<file path="src/rtl/coc_pkg.sv">
`default_nettype none

package coc_pkg;

    localparam int CORDIC_ITERATIONS = 16;
    localparam int LENGTH_BITS       = 32;
    localparam int ANGLE_BITS        = 16;

    // port width of every coordinate field and result
    localparam int OW    = 32;
    // length width actually used
    localparam int LW    = (LENGTH_BITS < OW) ? LENGTH_BITS : OW;
    // CORDIC x/y in Q2.30, angle in 2^-32 turn units
    localparam int CW    = 32;
    localparam int ZW    = 32;
    localparam int TURN_W = 32;
    localparam int FRAC  = 30;
    // first product, rounded length, second product
    localparam int PW    = LW + CW;
    localparam int RW    = LW + 2;
    localparam int QW    = RW + CW;
    localparam int SHW   = $clog2(CORDIC_ITERATIONS);

    localparam int POST_LAT = 5;
    localparam int LATENCY  = 1 + CORDIC_ITERATIONS + POST_LAT;

    localparam int ATAN_ENTRIES = 30;
    localparam logic signed [ZW-1:0] ATAN_TURN32 [ATAN_ENTRIES] = '{
        536870912, 316933406, 167458907, 85004756, 42667331, 21354465,
        10679838, 5340245, 2670163, 1335087, 667544, 333772, 166886, 83443,
        41722, 20861, 10430, 5215, 2608, 1304, 652, 326, 163, 81, 41, 20,
        10, 5, 3, 1
    };

    localparam longint GAIN_BASE_Q30 = 64'sd652032874;
    localparam longint GAIN_TAIL     = 64'sd434688583;
    localparam longint GAIN_Q30      = GAIN_BASE_Q30 + (GAIN_TAIL >>> (2 * CORDIC_ITERATIONS));
    localparam longint ROUND_HALF    = 64'sd1 <<< (FRAC - 1);

    localparam logic [1:0] CMD_CART = 2'd0;
    localparam logic [1:0] CMD_CYL  = 2'd1;
    localparam logic [1:0] CMD_SPH  = 2'd2;

    typedef struct packed {
        logic [1:0]             cmd;
        logic signed [LW-1:0]   a;
        logic signed [LW-1:0]   len2;
        logic signed [LW-1:0]   len3;
        logic [1:0]             qa;
        logic [1:0]             qb;
        logic signed [CW-1:0]   xa;
        logic signed [CW-1:0]   ya;
        logic signed [ZW-1:0]   za;
        logic signed [CW-1:0]   xb;
        logic signed [CW-1:0]   yb;
        logic signed [ZW-1:0]   zb;
    } t_beat;

endpackage

`default_nettype wire

</file>
<file path="src/rtl/coc_cell.sv">
`default_nettype none

module coc_cell (
    input  wire logic                          i_clk,
    input  wire logic                          i_rst_n,
    input  wire logic [coc_pkg::SHW-1:0]       i_shift,
    input  wire logic signed [coc_pkg::ZW-1:0] i_atan,
    input  wire logic                          i_valid,
    input  wire coc_pkg::t_beat                i_beat,
    output logic                               o_valid,
    output coc_pkg::t_beat                     o_beat
);
    import coc_pkg::*;

    t_beat n_beat;
    t_beat r_beat;
    logic  r_valid;

    // one micro-rotation on each of the two angle paths
    always_comb begin
        n_beat = i_beat;
        if (i_beat.za >= 0) begin
            n_beat.xa = i_beat.xa - (i_beat.ya >>> i_shift);
            n_beat.ya = i_beat.ya + (i_beat.xa >>> i_shift);
            n_beat.za = i_beat.za - i_atan;
        end else begin
            n_beat.xa = i_beat.xa + (i_beat.ya >>> i_shift);
            n_beat.ya = i_beat.ya - (i_beat.xa >>> i_shift);
            n_beat.za = i_beat.za + i_atan;
        end
        if (i_beat.zb >= 0) begin
            n_beat.xb = i_beat.xb - (i_beat.yb >>> i_shift);
            n_beat.yb = i_beat.yb + (i_beat.xb >>> i_shift);
            n_beat.zb = i_beat.zb - i_atan;
        end else begin
            n_beat.xb = i_beat.xb + (i_beat.yb >>> i_shift);
            n_beat.yb = i_beat.yb - (i_beat.xb >>> i_shift);
            n_beat.zb = i_beat.zb + i_atan;
        end
    end

    always_ff @(posedge i_clk) begin
        if (!i_rst_n) begin
            r_valid <= 1'b0;
        end else begin
            r_valid <= i_valid;
        end
    end

    always_ff @(posedge i_clk) begin
        r_beat <= n_beat;
    end

    assign o_valid = r_valid;
    assign o_beat  = r_beat;

endmodule

`default_nettype wire

</file>
<file path="config.mk">
export PLATFORM = sky130hd
export DESIGN_NAME = coc_cell
export DESIGN_NICKNAME = d
export VERILOG_FILES = /design/src/rtl/coc_pkg.sv /design/src/rtl/coc_cell.sv
export SDC_FILE = /design/constraint.sdc
export NUM_CORES = 1
export LEC_CHECK = 0
export BUFFER_PORTS_ARGS = -buffer_cell sky130_fd_sc_hd__buf_4
export CAP_MARGIN = 20
export CORE_AREA = 4 4 243 245
export CTS_CLUSTER_SIZE = 12
export DETAILED_ROUTE_END_ITERATION = 10
export DIE_AREA = 0 0 247 249
export GPL_ROUTABILITY_DRIVEN = 0
export GPL_TIMING_DRIVEN = 0
export PLACE_DENSITY = 0.73
export RECOVER_POWER = 25
export SLEW_MARGIN = 30
export SYNTH_ARGS = -nofsm -noshare
export SYNTH_HDL_FRONTEND = slang
export SYNTH_SLANG_ARGS = --single-unit
</file>
<file path="constraint.sdc">
create_clock -name i_clk -period 10.4 [get_ports i_clk]
set_input_delay 2.6 -clock i_clk [delete_from_list [all_inputs] [get_ports i_clk]]
set_output_delay 2.6 -clock i_clk [all_outputs]
set_load 0.05 [all_outputs]
</file>
==> summary.md <==
| Metric | Value |
|---|---|
| Die height | roughly 250 um |
| Worst Hold End | o_beat[214] |
| Unrepaired setup endpoints after global routing | yes |
| Ys flop type | dfxtp_1 |
| Synthesis-to-finish area growth | 25.3% |
| Post-synthesis sequential area ratio | 0.228 |
| VDD IR max | 0.191 mV |
| Final period utilization | 0.996 |
| Worst Path Max Fanout | 10 |
| Grt ovf | 0 |
| Worst hold path type | in2reg |
| Min-delay src | i_beat[214] |
| Mean post-synth cell area | 8.77 um^2 |
| LEAKAGE | ~14 nW |
| Max Clk Rate | 96.6 MHz |
| CTS tree | done |
| PortBufs | 619 |
| Startpoint types | input pin |
| H-tree depth | 2 |
| Final setup fails | 0 |
| 1st-iter DRT viols | 3433 |
| Via density | 6.24 |
| I/O pin count | 628 |
| Fraction of layout cells with a size suffix above 1 | 0.253 |
| DRC errors left | 0 |
| Synth Cell Area | 0.0260 mm^2 |
| Core box area | 0.0571 mm^2 |
| Placed cells | 4343 |
| Dpl hpwl | 95.2 mm |
| Post-Layout Inst Area | 0.0325 mm^2 |
| WHS Path Cells | 1 |
| Final Total Pwr | ~6.6 mW |
| Initial antenna violation count | 17 |
| Clock Path Buffers | 3 |
| Yosys warnings | 0 |
| Largest net degree at the start of global routing | 13 |
| EDFF count, synth | 0 |
| CTS Root Cell | clkbuf_16 |
| Worst-Margin Slew | 1.18 ns |
| Placed Area | between 0.03 and 0.04 mm^2 |
| Clock sink total | 295 |
| Cells after Synth | 2959 |
| Final Max Slew Viols | 0 |
| Crit path capture type | flop |
| Final min period | 10.35 ns |
| Maxcap violations | 0 |
| Vias in the first global route | 26400 |
| Setup TNS | 0 ns |
| Place WS | -0.593 ns |
| Final design utilization | 0.569 |
| Rows | between 80 and 90 |
| Synthesized flop and latch total | 295 |
| Final Hold Fails | 0 |
| Min Hold Slack | 2.15 ns |
| Via count | 27500 |
| Cell area power density | 203 mW/mm^2 |
| Global-route wire length before repair | ~170 mm |
| Drt first pass iters | 8 |
| Status | finished clean |
| Post-CTS Setup Bufs | 0 |
| Die area | around 0.062 mm^2 |
| Synth cell types | 100 |
| Worst rel slew slack | 0.215 |
| DRT Wirelength | approximately 120 mm |
| Required @ worst endpoint | between 10 and 15 ns |
| Net count after synthesis | roughly 3500 |
| Final nets | 4159 |
| Worst path arrival time | 10.84 ns |
| Setup WS post-layout | 0.0458 ns |
| Crit Path Class | in2reg |
| Finished Layout Cells | 4412 |
| Num CTS Buffers | 36 |
| Initial Util | 0.454 |
| Synth async-reset ratio | 0 |
| Clk pin slew, worst setup/hold paths | 0.06 ns |
| ANT nets after route | 0 |
| Die Span X | 247 um |
| Wirelength per Cell | between 20 and 30 um |
| Gr usage total | 0.363 |
## worst max-delay path, stage by stage
cell and delay [ns]:
buf_4 0.12, clkinv_1 0.23, clkbuf_1 0.55, clkbuf_1 0.72, clkbuf_2 0.50, clkbuf_1 0.66
buf_2 0.50, clkbuf_1 0.70, a21oi_1 0.20, ha_1 0.29, nand3b_1 0.24, nor2_1 0.15
nand2_1 0.17, o221ai_1 0.15, nand2_1 0.10, o211ai_1 0.12, ha_1 0.38, a21oi_1 0.15
nor2b_1 0.06, a2111oi_0 0.62, a21oi_1 0.29, o41ai_1 0.57, o21ai_0 0.25, a21o_1 0.22
a21oi_1 0.18, xnor2_1 0.13
## timing repair
item                       CTS  global route
hold buffers                 0             0
gates resized for setup      2             6
setup endpoints to repair    1            11
## layer usage
layer / vias up / GRT usage / wire [um]
met5: - / 0.00556 / 112
met4: 14 / 0.230 / 9710
met3: 618 / 0.120 / 14900
met2: 2047 / 0.567 / 50900
met1: 12600 / 0.427 / 42200
li1: 12200 / - / -
## Yosys cell counts (10+ instances only)
library cell / count / share of area
dfxtp_1: 295 / 0.23
nand2_1: 287 / 0.042
a21oi_1: 210 / 0.040
ha_1: 205 / 0.099
o21ai_0: 201 / 0.039
nor2_1: 197 / 0.028
xnor2_1: 182 / 0.061
xor2_1: 155 / 0.052
mux4_2: 100 / 0.087
mux2i_1: 99 / 0.038
a21o_1: 93 / 0.027
mux2_2: 82 / 0.036
inv_1: 65 / 0.0094
clkbuf_1: 51 / 0.0074
nand3_1: 47 / 0.0091
o21a_1: 44 / 0.013
nand2b_1: 38 / 0.0092
o31ai_1: 37 / 0.011
a211oi_1: 33 / 0.0095
buf_2: 33 / 0.0064
nor2b_1: 33 / 0.0080
nor3_1: 32 / 0.0062
a31oi_1: 27 / 0.0065
o211ai_1: 27 / 0.0078
nand4_1: 24 / 0.0058
o21bai_1: 22 / 0.0064
nor4_1: 21 / 0.0051
or2_2: 21 / 0.0051
and3_1: 19 / 0.0046
o22ai_1: 19 / 0.0046
buf_1: 18 / 0.0026
or3_1: 17 / 0.0041
and2_1: 16 / 0.0039
buf_6: 15 / 0.0065
a22oi_1: 10 / 0.0029
## how the worst max path moves through the flow
stage	start	to	slack (ns)	depth (start not counted)
2_1_floorplan	i_shift[0]	o_beat[95]	2.28	26
3_3_place_gp	i_shift[0]	o_beat[95]	-0.58	27
3_5_place_dp	i_shift[0]	o_beat[95]	-0.59	28
4_1_cts	i_shift[0]	o_beat[95]	0.19	28
5_1_grt	i_shift[0]	o_beat[95]	-0.13	26
6_report	i_shift[0]	o_beat[95]	0.05	26
## state kept, by name, indices dropped and copies added (netlist names)
register	flops
o_valid	1
o_beat	294
## placed cells by master, fill, tap and decap left out, types with 37 or more instances in the layout
| cell type | netlist | routed |
|---|---|---|
| dfxtp_1 | 295 | 295 |
| o21a_1 | 44 | 44 |
| buf_4 | 7 | 481 |
| xor2_1 | 155 | 155 |
| mux2i_1 | 99 | 99 |
| o31ai_1 | 37 | 37 |
| inv_1 | 65 | 65 |
| o21ai_0 | 201 | 201 |
| a21o_1 | 93 | 93 |
| clkbuf_1 | 51 | 115 |
| nand2b_1 | 38 | 38 |
| ha_1 | 205 | 205 |
| xnor2_1 | 182 | 182 |
| nand2_1 | 287 | 287 |
| a21oi_1 | 210 | 210 |
| mux4_2 | 100 | 100 |
| mux2_2 | 82 | 82 |
| nor2_1 | 197 | 197 |
| clkbuf_4 | 0 | 85 |
| nand3_1 | 47 | 47 |
## cells by family after synthesis
| group | share of synthesized area |
|---|---|
| buf+inv | 0.0372 |
| flops | 0.228 |
| mux | 0.163 |
| xor+xnor | 0.114 |
| compound gates | 0.208 |
| simple gates | 0.147 |
| fa+ha+maj | 0.103 |
## final cells by class
cell class                      count  area [um^2]
Fill cell                        5234        24600
Multi-Input combinational cell   2467        19100
Sequential cell                   295         5910
Timing Repair Buffer              619         4420
Clock buffer                       50         1020
Tap cell                          765          957
Buffer                            127          722
Inverter                           69          259
Clock inverter                     12          126
Antenna cell                        8         20.0
## where the power goes
group / switching, mW / internal (mW) / total, mW
registers: 0.100 / 1.47 / 1.57
clock network: 0.512 / 0.716 / 1.23
logic: 2.56 / 1.22 / 3.79
total: 3.17 / 3.41 / 6.59
No activity file was read; power rests on OpenSTA's default activity.
